<file path="src/design/bmh64_pkg.sv">
// ----------------------------------------------------------------------------
// bmh64_pkg
// Shared types and constants for the 64-bit block mix hash.
// ----------------------------------------------------------------------------
package bmh64_pkg;

  localparam logic [63:0] HC1    = 64'hff51afd7ed558ccd;
  localparam logic [63:0] HC2    = 64'hc4ceb9fe1a85ec53;
  localparam logic [63:0] HGOLD  = 64'h9E3779B97F4A7C15;
  localparam logic [63:0] HPRIME = 64'h00000100000001b3;

  localparam int unsigned ROT_AMT = 27;
  localparam int unsigned XS_AMT  = 33;

  // controller states
  typedef enum logic [3:0] {
    S_IDLE,
    S_DISP,
    S_SEED,
    S_LDW,
    S_XS,
    S_FOLD,
    S_ADDG,
    S_TAIL,
    S_FIN0,
    S_FIN1,
    S_OUT,
    S_MUL0,
    S_MUL1,
    S_MUL2
  } ctl_state_t;

  // datapath operations
  typedef enum logic [3:0] {
    DP_NOP,
    DP_LOAD,
    DP_MUL0,
    DP_MUL1,
    DP_MUL2,
    DP_SEED,
    DP_LDW,
    DP_XS,
    DP_FOLD,
    DP_ADDG,
    DP_TAIL,
    DP_FIN0,
    DP_OUT
  } dp_op_t;

  // multiplier constant select
  typedef enum logic [1:0] {
    MC_C1,
    MC_C2,
    MC_PRIME
  } mconst_t;

  typedef struct packed {
    dp_op_t  op;
    mconst_t mc;
  } dp_cmd_t;

  typedef struct packed {
    logic first;
    logic last;
    logic full;
  } dp_stat_t;

endpackage

</file>
<file path="src/design/bmh64_dpath.sv">
// ----------------------------------------------------------------------------
// bmh64_dpath
// Hash datapath: seed register, running hash, working operand, a shared
// 32x32 multiplier building a 64-bit low product from the low-by-low term and
// the two cross terms, and the result register.
// ----------------------------------------------------------------------------
module bmh64_dpath
  import bmh64_pkg::*;
(
  input  logic        clk,
  input  logic        rst_n,
  input  logic        cfg_wr_en,
  input  logic [63:0] cfg_wr_data,
  input  logic [63:0] in_data_word,
  input  logic [3:0]  in_byte_count,
  input  logic        in_first_word,
  input  logic        in_last_word,
  input  logic [47:0] in_message_length,
  input  dp_cmd_t     cmd,
  output dp_stat_t    stat,
  output logic [63:0] out_hash_value
);

  logic [63:0] seed_r;
  logic [63:0] hash_r;
  logic [63:0] opnd_r;
  logic [63:0] acc_r;
  logic [63:0] word_r;
  logic [63:0] out_r;
  dp_stat_t    stat_r;

  logic [63:0] byte_mask;
  logic [63:0] word_masked;
  logic [63:0] mconst;
  logic [31:0] mul_x;
  logic [31:0] mul_y;
  logic [63:0] prod;
  logic [63:0] acc_xs;
  logic [63:0] hash_xs;
  logic [63:0] fold_in;

  // keep bytes below the count; counts above eight keep all
  always_comb begin
    for (int i = 0; i < 8; i++) begin
      byte_mask[8*i +: 8] = (in_byte_count > 4'(i)) ? 8'hFF : 8'h00;
    end
  end

  assign word_masked = in_data_word & byte_mask;

  always_comb begin
    unique case (cmd.mc)
      MC_C1:    mconst = HC1;
      MC_C2:    mconst = HC2;
      MC_PRIME: mconst = HPRIME;
      default:  mconst = HC1;
    endcase
  end

  // low 64 bits of opnd * const: lo*lo, then the two cross terms into the top half
  assign mul_x = (cmd.op == DP_MUL2) ? opnd_r[63:32] : opnd_r[31:0];
  assign mul_y = (cmd.op == DP_MUL1) ? mconst[63:32] : mconst[31:0];
  assign prod  = 64'(mul_x) * 64'(mul_y);

  assign acc_xs  = acc_r ^ (acc_r >> XS_AMT);
  assign hash_xs = hash_r ^ (hash_r >> XS_AMT);
  assign fold_in = hash_r ^ acc_r;

  always_ff @(posedge clk) begin
    if (!rst_n) begin
      seed_r <= '0;
    end else if (cfg_wr_en) begin
      seed_r <= cfg_wr_data;
    end
  end

  always_ff @(posedge clk) begin
    unique case (cmd.op)
      DP_LOAD: begin
        word_r       <= word_masked;
        opnd_r       <= in_first_word ? {16'b0, in_message_length} : word_masked;
        stat_r.first <= in_first_word;
        stat_r.last  <= in_last_word;
        stat_r.full  <= (in_byte_count >= 4'd8);
      end
      DP_MUL0: acc_r <= prod;
      DP_MUL1, DP_MUL2: acc_r[63:32] <= acc_r[63:32] + prod[31:0];
      DP_SEED: hash_r <= seed_r ^ HGOLD ^ acc_r;
      DP_LDW:  opnd_r <= word_r;
      DP_XS:   opnd_r <= acc_xs;
      DP_FOLD: opnd_r <= {fold_in[63-ROT_AMT:0], fold_in[63:64-ROT_AMT]};
      DP_ADDG: hash_r <= acc_r + HGOLD;
      DP_TAIL: hash_r <= hash_r ^ acc_xs;
      DP_FIN0: opnd_r <= hash_xs;
      DP_OUT:  out_r  <= acc_xs;
      DP_NOP:  ;
      default: ;
    endcase
  end

  assign stat           = stat_r;
  assign out_hash_value = out_r;

endmodule

</file>
<file path="src/design/bmh64_ctrl.sv">
// ----------------------------------------------------------------------------
// bmh64_ctrl
// Sequencer: handshakes, message state and the step order of the datapath,
// including the multiply sequence (S_MUL0, S_MUL1, S_MUL2) with its return state.
// ----------------------------------------------------------------------------
module bmh64_ctrl
  import bmh64_pkg::*;
(
  input  logic     clk,
  input  logic     rst_n,
  input  logic     in_valid,
  output logic     in_ready,
  output logic     out_valid,
  input  logic     out_ready,
  input  dp_stat_t stat,
  output dp_cmd_t  cmd
);

  ctl_state_t state_r, state_nxt;
  ctl_state_t ret_r, ret_nxt;
  mconst_t    mc_r, mc_nxt;
  logic       in_msg_r, in_msg_nxt;
  logic       out_valid_r, out_valid_nxt;
  logic       out_free;
  logic       in_acc;

  assign out_free = !out_valid_r || out_ready;
  assign in_acc   = in_valid && (state_r == S_IDLE);

  // next state
  always_comb begin
    state_nxt = state_r;
    ret_nxt   = ret_r;
    mc_nxt    = mc_r;
    unique case (state_r)
      S_IDLE: if (in_acc) state_nxt = S_DISP;
      S_DISP: begin
        if (stat.first) begin
          state_nxt = S_MUL0;
          mc_nxt    = MC_C1;
          ret_nxt   = S_SEED;
        end else if (!in_msg_r) begin
          state_nxt = S_IDLE;
        end else begin
          state_nxt = S_MUL0;
          mc_nxt    = MC_C1;
          ret_nxt   = (!stat.last || stat.full) ? S_XS : S_TAIL;
        end
      end
      S_SEED: state_nxt = S_LDW;
      S_LDW: begin
        state_nxt = S_MUL0;
        mc_nxt    = MC_C1;
        ret_nxt   = (!stat.last || stat.full) ? S_XS : S_TAIL;
      end
      S_XS: begin
        state_nxt = S_MUL0;
        mc_nxt    = MC_C2;
        ret_nxt   = S_FOLD;
      end
      S_FOLD: begin
        state_nxt = S_MUL0;
        mc_nxt    = MC_PRIME;
        ret_nxt   = S_ADDG;
      end
      // a full last word leaves a zero tail, which changes nothing
      S_ADDG: state_nxt = stat.last ? S_FIN0 : S_IDLE;
      S_TAIL: state_nxt = S_FIN0;
      S_FIN0: begin
        state_nxt = S_MUL0;
        mc_nxt    = MC_C1;
        ret_nxt   = S_FIN1;
      end
      S_FIN1: begin
        state_nxt = S_MUL0;
        mc_nxt    = MC_C2;
        ret_nxt   = S_OUT;
      end
      S_OUT:  if (out_free) state_nxt = S_IDLE;
      S_MUL0: state_nxt = S_MUL1;
      S_MUL1: state_nxt = S_MUL2;
      S_MUL2: state_nxt = ret_r;
      default: state_nxt = S_IDLE;
    endcase
  end

  // outputs
  always_comb begin
    cmd.op        = DP_NOP;
    cmd.mc        = mc_r;
    in_msg_nxt    = in_msg_r;
    out_valid_nxt = out_valid_r && !out_ready;
    unique case (state_r)
      S_IDLE: if (in_acc) cmd.op = DP_LOAD;
      S_DISP: if (stat.first) in_msg_nxt = 1'b1;
      S_SEED: cmd.op = DP_SEED;
      S_LDW:  cmd.op = DP_LDW;
      S_XS:   cmd.op = DP_XS;
      S_FOLD: cmd.op = DP_FOLD;
      S_ADDG: cmd.op = DP_ADDG;
      S_TAIL: cmd.op = DP_TAIL;
      S_FIN0: cmd.op = DP_FIN0;
      S_FIN1: cmd.op = DP_XS;
      S_OUT: begin
        if (out_free) begin
          cmd.op        = DP_OUT;
          in_msg_nxt    = 1'b0;
          out_valid_nxt = 1'b1;
        end
      end
      S_MUL0: cmd.op = DP_MUL0;
      S_MUL1: cmd.op = DP_MUL1;
      S_MUL2: cmd.op = DP_MUL2;
      default: cmd.op = DP_NOP;
    endcase
  end

  always_ff @(posedge clk) begin
    if (!rst_n) begin
      state_r     <= S_IDLE;
      ret_r       <= S_IDLE;
      mc_r        <= MC_C1;
      in_msg_r    <= 1'b0;
      out_valid_r <= 1'b0;
    end else begin
      state_r     <= state_nxt;
      ret_r       <= ret_nxt;
      mc_r        <= mc_nxt;
      in_msg_r    <= in_msg_nxt;
      out_valid_r <= out_valid_nxt;
    end
  end

  assign in_ready  = (state_r == S_IDLE);
  assign out_valid = out_valid_r;

  a_accept_disp: assert property (@(posedge clk) disable iff (!rst_n)
    in_valid && in_ready |=> state_r == S_DISP)
    else $error("accepted transaction not dispatched");

  a_mul_seq: assert property (@(posedge clk) disable iff (!rst_n)
    state_r == S_MUL0 |=> state_r == S_MUL1 ##1 state_r == S_MUL2)
    else $error("multiply sequence broken");

  a_result_load: assert property (@(posedge clk) disable iff (!rst_n)
    (state_r == S_OUT) && out_free |=> out_valid_r && !in_msg_r && state_r == S_IDLE)
    else $error("result not loaded or message not closed");

  a_seed_open: assert property (@(posedge clk) disable iff (!rst_n)
    (state_r == S_SEED) |-> in_msg_r)
    else $error("seeding outside an open message");

endmodule

</file>
<file path="src/design/block_mix_hash64.sv">
// ----------------------------------------------------------------------------
// block_mix_hash64
// Streaming 64-bit block hash with fmix64 finalizer, seed register.
// ----------------------------------------------------------------------------
// One transaction is handled at a time; in_ready is high only while idle.
// All 64-bit multiplies run on a single shared 32x32 multiplier, so that
// unit sets the pace. An ignored word goes straight back to idle. A word
// inside a message is mixed as a full block when it is not the last or is
// a full last word; a partial last word takes the shorter tail path. A
// first word adds seeding, and a last word adds finalization before the
// result is loaded into the output register. The result register lets the
// next transaction start while the hash still waits to be taken; a further
// result waits in its final step until the register is free.
// ----------------------------------------------------------------------------
module block_mix_hash64
  import bmh64_pkg::*;
(
  input  logic        clk,
  input  logic        rst_n,
  input  logic        cfg_wr_en,
  input  logic [63:0] cfg_wr_data,
  input  logic        in_valid,
  output logic        in_ready,
  input  logic [63:0] in_data_word,
  input  logic [3:0]  in_byte_count,
  input  logic        in_first_word,
  input  logic        in_last_word,
  input  logic [47:0] in_message_length,
  output logic        out_valid,
  input  logic        out_ready,
  output logic [63:0] out_hash_value
);

  dp_cmd_t  cmd;
  dp_stat_t stat;

  bmh64_ctrl u_ctrl (
    .clk       (clk),
    .rst_n     (rst_n),
    .in_valid  (in_valid),
    .in_ready  (in_ready),
    .out_valid (out_valid),
    .out_ready (out_ready),
    .stat      (stat),
    .cmd       (cmd)
  );

  bmh64_dpath u_dpath (
    .clk               (clk),
    .rst_n             (rst_n),
    .cfg_wr_en         (cfg_wr_en),
    .cfg_wr_data       (cfg_wr_data),
    .in_data_word      (in_data_word),
    .in_byte_count     (in_byte_count),
    .in_first_word     (in_first_word),
    .in_last_word      (in_last_word),
    .in_message_length (in_message_length),
    .cmd               (cmd),
    .stat              (stat),
    .out_hash_value    (out_hash_value)
  );

endmodule

</file>
<file path="config.mk">
export PLATFORM = sky130hd
export DESIGN_NAME = block_mix_hash64
export DESIGN_NICKNAME = d
export VERILOG_FILES = /design/src/design/bmh64_pkg.sv /design/src/design/bmh64_dpath.sv /design/src/design/bmh64_ctrl.sv /design/src/design/block_mix_hash64.sv
export SDC_FILE = /design/constraint.sdc
export NUM_CORES = 2
export LEC_CHECK = 0
export ABC_AREA = 1
export BUFFER_PORTS_ARGS = -buffer_cell sky130_fd_sc_hd__buf_2
export CELL_PAD_IN_SITES_DETAIL_PLACEMENT = 1
export CELL_PAD_IN_SITES_GLOBAL_PLACEMENT = 1
export CORE_UTILIZATION = 30
export DETAILED_ROUTE_END_ITERATION = 6
export GPL_TIMING_DRIVEN = 0
export PLACE_DENSITY_LB_ADDON = 0.1
export SKIP_LAST_GASP = 1
export SLEW_MARGIN = 40
export SYNTH_ARGS = -nofsm -noshare
export SYNTH_HDL_FRONTEND = slang
export SYNTH_SLANG_ARGS = --single-unit
</file>
<file path="constraint.sdc">
create_clock -name clk -period 17.92 [get_ports clk]
set_clock_uncertainty 0.15 [all_clocks]
set_input_delay 3.584 -clock clk [delete_from_list [all_inputs] [get_ports clk]]
set_output_delay 3.584 -clock clk [all_outputs]
set_load 0.01 [all_outputs]
</file>
# Word level (Yosys, flattened, before mapping)
# Cells that the tools add are included.
# classes
n_addsub	2
mul	1
magnitude_cmp	9
eq_ne	31
muxes	36
bitwise	7
n_reduce_logical	22
# ops
cell	count
$pmux W64 S5	1
$pmux W64 S3	1
$xor A64 B64 Y64	3
$pmux W64 S2	1
$xor A64 B31 Y64	2
$add A64 B64 Y64 const B	1
$and A64 B64 Y64	1
$mul A32 B32 Y64	1
$mux W32	2
$mux W64	1
$mux W8	8
$pmux W32 S2	1
$pmux W4 S12	1
$eq A4 B4 Y1 const B	11
$pmux W4 S10	1
$not A38 Y38	1
$add A32 B32 Y32	1
$eq A4 B3 Y1 const B	8
$mux W4	8
$pmux W4 S6	1
$eq A4 B2 Y1 const B	4
$gt A4 B3 Y1 const B	4
$eq A4 B1 Y1 const B	2
$gt A4 B1 Y1 const B	2
23 further kinds	41
# word_totals
reg_bits	399
input_bits	187
output_inout_bits	66
elab_cells	123

# Logic depth before layout (Yosys ltp)
# depth
ltp_word	9
mapped_depth	49
mapped_depth_nobuf	48

# By module
# From an unflattened synthesis, not the netlist that was laid out.
# hier_totals
cells_unflattened	6829
area_unflattened_um2	56103.8
# by_module_without_submodules
mod	instances	cells_each	area_per_inst_um2	seq_area_each_um2
bmh64_dpath	1	6702	55354.3	10980.5
bmh64_ctrl	1	127	749.5	240.2

# Least setup slack after synthesis
# Ideal clock, no wire load.
# synth_timing
kind	flip-flop to flip-flop
start	register u_ctrl.mc_r[0]
end	register u_dpath.acc_r[63], data pin
setup_ps	252
arrival_time_ps	8282
required_time_ps	17518
setup_slack_ps	9236
path_stages_with_launch	42
n_path_buf	2
period_less_slack_ps	8684
cell_sequence	dfxtp_1 inv_1 ha_1 clkbuf_1 inv_1 nor2_1 inv_2 nand2_1 buf_2 nor2_1 fa_1 fa_1 inv_1 fa_1 fa_1 inv_1 fa_1 inv_1 [... 6 more ...] ha_1 a21oi_1 o21bai_1 a21boi_0 nand3_1 xor2_1 ha_1 nand2_1 nor2_1 inv_1 nor2_1 inv_1 nor3_1 a21oi_1 nand3_1 nand2_1 nand2_1 nand2_1
# synth_between
elab_chain_cells	6
elab_cells_between_ends	7
cone_classes	add/sub: 1; mul: 1; eq/ne: 2; mux: 3
# synth_rtl
element	line	source
from (decl)	bmh64_ctrl.sv:21	mconst_t mc_r, mc_nxt;
from (signal assigned)	bmh64_ctrl.sv:128	mc_r <= mc_nxt;
$eq A2 B2 Y1 or $eq A2 B1 Y1 (tied branches)	bmh64_dpath.sv:52	unique case (cmd.mc)
$pmux W64 S2 (*)	bmh64_dpath.sv:52	
$mux W32 (*)	bmh64_dpath.sv:62	assign mul_y = (cmd.op == DP_MUL1) ? mconst[63:32] : mconst[31:0];
$mul A32 B32 Y64 (*)	bmh64_dpath.sv:63	assign prod = 64'(mul_x) * 64'(mul_y);
named net u_dpath.prod[25]	bmh64_dpath.sv:37	logic [63:0] prod;
$add A32 B32 Y32 (*)	bmh64_dpath.sv:87	DP_MUL1, DP_MUL2: acc_r[63:32] <= acc_r[63:32] + prod[31:0];
$pmux W32 S2 (*)	bmh64_dpath.sv:78	unique case (cmd.op)
to (signal assigned)	bmh64_dpath.sv:86	DP_MUL0: acc_r <= prod;
to (signal assigned)	bmh64_dpath.sv:87	
to (decl)	bmh64_dpath.sv:27	logic [63:0] acc_r;
# The timed path passes the listed nets; every way through them passes the cells marked *.
# A chain may end at the register's enable or synchronous reset.

# Worst setup path after layout
# Same ends and word-level chain as after synthesis.

==> impl_metrics.py <==
metrics = {
    "run_status": {
        "outcome": "complete, no violations",
    },
    "synth": {
        "number_of_cells_produced_by_synthesis": 6722,
        "mappedNetlistNets": 8101,
        "proportion_of_netlist_area_held_by_the_largest_area_contributor": 0.306,
        "ys_seq_area_frac": 0.199,
        "postSynthRegisterBits": 399,
        "netlist_area_um2": 56400,
        "yosys_most_used_dff": "sky130_fd_sc_hd__edfxtp_1",
        "synth_area_leaders": "sky130_fd_sc_hd__fa_1 (31%), sky130_fd_sc_hd__edfxtp_1 (17%), sky130_fd_sc_hd__inv_1 (9.4%), sky130_fd_sc_hd__ha_1 (7.3%), sky130_fd_sc_hd__nand2_1 (7.0%)",
        "post_synth.cell_area_avg_um2": 8.40,
        "synthDistinctLibCells": 68,
        "async_flop_share": 0,
        "synth-edff-count": 323,
        "yosys_warnings": 0,
        "yosysTopAreaCell": "sky130_fd_sc_hd__fa_1",
    },
    "worst_setup_path": {
        "cp_data_arrival_time_ns": 11.98,
        "worst_setup_path_end_kind": "flip-flop",
        "crit_path_start_kind": "flip-flop",
        "critPathRequiredTime_ns": 18.19,
        "worstSetupPathType": "reg -> reg",
        "worst-path-max-fanout": 10,
        "worst_path_largest_cell_delay_ns": 0.68,
        "crit_path_top_delay_cell": "sky130_fd_sc_hd__fa_1",
        "timing.critical_path.mode_cell": "sky130_fd_sc_hd__fa_1",
    },
    "placed_design": {
        "detailedPlacementHpwl_um": 252000,
        "gp_congestion": 0.987,
        "io_buffers": 250,
    },
    "die": {
        "pin_count": 253,
        "die_height_um": 436,
        "row_count": 158,
        "die-width_um": 436,
        "starting_density": 0.303,
        "fp.dieArea_um2": 190000,
        "floorplan.core_area_um2": 186000,
    },
    "clocking": {
        "hold_buffers": 0,
        "htreeDepth": 2,
        "clk_pin_slew_ns": 0.07,
        "cts_resized": 0,
        "ctsRootBufferMaster": "sky130_fd_sc_hd__clkbuf_16",
        "sinks_on_the_clock_net": 399,
        "worst_skew_pair.late_latency_ns": 0.67,
        "clockBufferDepth": 3,
        "numCtsBuffers": 51,
        "cts_tree": "yes",
        "post_cts_setup_bufs": 0,
    },
    "final_layout": {
        "drive_above_1_share": 0.115,
        "filler_cell_count": 22378,
        "final_util": 0.338,
        "syn_to_final_growth_pct": 11.6,
        "nNetsFinal": 8417,
    },
    "min_path": {
        "min-delay-path-class": "reg -> reg",
    },
    "detailed_routing": {
        "drc": 0,
        "detailroute.via_count": 48589,
        "postRouteAntennaNets": 0,
        "routedWlPerCell_um": 30.0,
        "drt_wl_total_um": 287000,
        "drt_first_iter_violations": 4532,
        "via_per_inst": 5.08,
        "drt_pre_antenna_iters": 6,
    },
    "timing": {
        "setup-violations-final": 0,
        "timing.fmax_mhz": 85.4,
        "final_clock_period_utilization_by_the_worst_path": 0.653,
        "slew_headroom": 0.290,
        "finalWorstPathRequiredPeriod_ns": 11.71,
        "tightest_slew_ns": 1.05,
        "grt_setup_unrepaired": "false",
        "final-max-slew-violation-count": 0,
        "setup_total_negative_slack_ns": 0,
        "report.final.hold_viol_count": 0,
        "final.hold.worst_slack_ns": 0.327,
    },
    "grt": {
        "antenna_found_initial": 19,
        "grt_max_degree": 52,
        "grt-ovfl-total": 0,
        "grt.total_usage": 0.301,
        "grt_pass1_wl_um": 401000,
        "vias_in_the_first_global_route": 50715,
    },
    "run": {
        "maxCapViolations": 0,
    },
}
[synthesized netlist by cell type, drive strengths merged (10+ instances only)]
cell / n
o21ai: 305
fa: 862
nand3: 230
o311ai: 10
nand3b: 11
o221ai: 15
dfxtp: 76
edfxtp: 323
a221oi: 14
inv: 1503
a21o: 13
or2: 37
clkbuf: 86
nand4: 32
o2111ai: 39
buf: 138
xor2: 95
nor3: 45
xnor2: 149
nor2: 922
a22oi: 27
a21oi: 226
nand2: 1090
o211ai: 62
ha: 330
o21bai: 31
[registers in the layout (all words and copies together), names as in the netlist]
name                    count
u_dpath.word_r             64
u_ctrl.ret_r                4
u_dpath.opnd_r             64
u_dpath.out_hash_value     64
u_dpath.acc_r              64
u_dpath.seed_r             64
u_ctrl.out_valid            1
u_ctrl.state_r              4
u_dpath.stat                3
u_ctrl.mc_r                 2
u_ctrl.in_msg_r             1
u_dpath.hash_r             64
[per-layer routing]
layer | track usage | share of wire
met5 | 0 | 0.000045
met2 | 0.477 | 0.45
met3 | 0.0333 | 0.055
met1 | 0.437 | 0.47
met4 | 0.0696 | 0.027
[layout make-up]
class                      count  area (um2)  share of cell area
clock buffer                  66        1440              0.0228
inverter                    1506        5670              0.0900
multi-input combinational   4593       38600               0.612
sequential                   399       11200               0.178
tap                         2480        3100              0.0493
antenna                        6        15.0            0.000238
timing repair buffer         263        1470              0.0234
clock inverter                28         309             0.00491
buffer                       224        1200              0.0190
[through the flow]
stage | area, um2 | cells | worst slack, ns
after floorplan | 56400 | 6722 | 9.24
after global placement | 60800 | 9452 | 5.70
after detailed placement | 61200 | 9462 | 6.32
after CTS | 62900 | 9556 | 6.28
after global routing | 63000 | 9559 | 5.80
final | 63000 | 9565 | 6.21
[cells in the final DEF (no fill, tap or decap), types with 85 or more instances in the layout]
cell type,n
sky130_fd_sc_hd__nand3_1,228
sky130_fd_sc_hd__edfxtp_1,323
sky130_fd_sc_hd__inv_2,85
sky130_fd_sc_hd__o21ai_0,249
sky130_fd_sc_hd__ha_1,330
sky130_fd_sc_hd__a21oi_1,223
sky130_fd_sc_hd__nand2_1,1049
sky130_fd_sc_hd__fa_1,862
sky130_fd_sc_hd__xnor2_1,143
sky130_fd_sc_hd__inv_1,1415
sky130_fd_sc_hd__buf_2,341
sky130_fd_sc_hd__nor2_1,830
sky130_fd_sc_hd__xor2_1,95
[kinds of logic after synthesis]
| logic type | count (synthesis) | share of synthesized area |
|---|---|---|
| and+or+nand+nor | 2382 | 0.177 |
| buffers and inverters | 1730 | 0.121 |
| adders and majority gates | 1192 | 0.379 |
| AOI/OAI and AO/OA | 775 | 0.0865 |
| DFF | 399 | 0.199 |
| xor gates and xnor gates | 244 | 0.0379 |
[worst paths after layout]
path | cells past startpoint | start | endpoint | slack [ns]
hold / removal | 2 | u_ctrl.ret_r[3]$_SDFFE_PN0P_ | u_ctrl.ret_r[3]$_SDFFE_PN0P_ | 0.33
hold reg to reg | 2 | u_ctrl.ret_r[3]$_SDFFE_PN0P_ | u_ctrl.ret_r[3]$_SDFFE_PN0P_ | 0.33
setup reg to reg | 38 | u_ctrl.mc_r[0]$_SDFFE_PN0P_ | u_dpath.acc_r[63]$_DFFE_PP_ | 6.21
setup / recovery | 38 | u_ctrl.mc_r[0]$_SDFFE_PN0P_ | u_dpath.acc_r[63]$_DFFE_PP_ | 6.21
[critical path, delay by kind of cell, from the launching register on]
kind | cells | cell delay, ns
and+or+nand+nor | 12 | 1.95
buffers and inverters | 9 | 1.59
DFF | 1 | 0.36
AOI/OAI and AO/OA | 5 | 1.32
adders and majority gates | 11 | 5.42
xor gates and xnor gates | 1 | 0.65
Power is left out: the tool's default activity adds up to more than one toggle a clock period on the data nets, which glitch-free logic cannot reach.
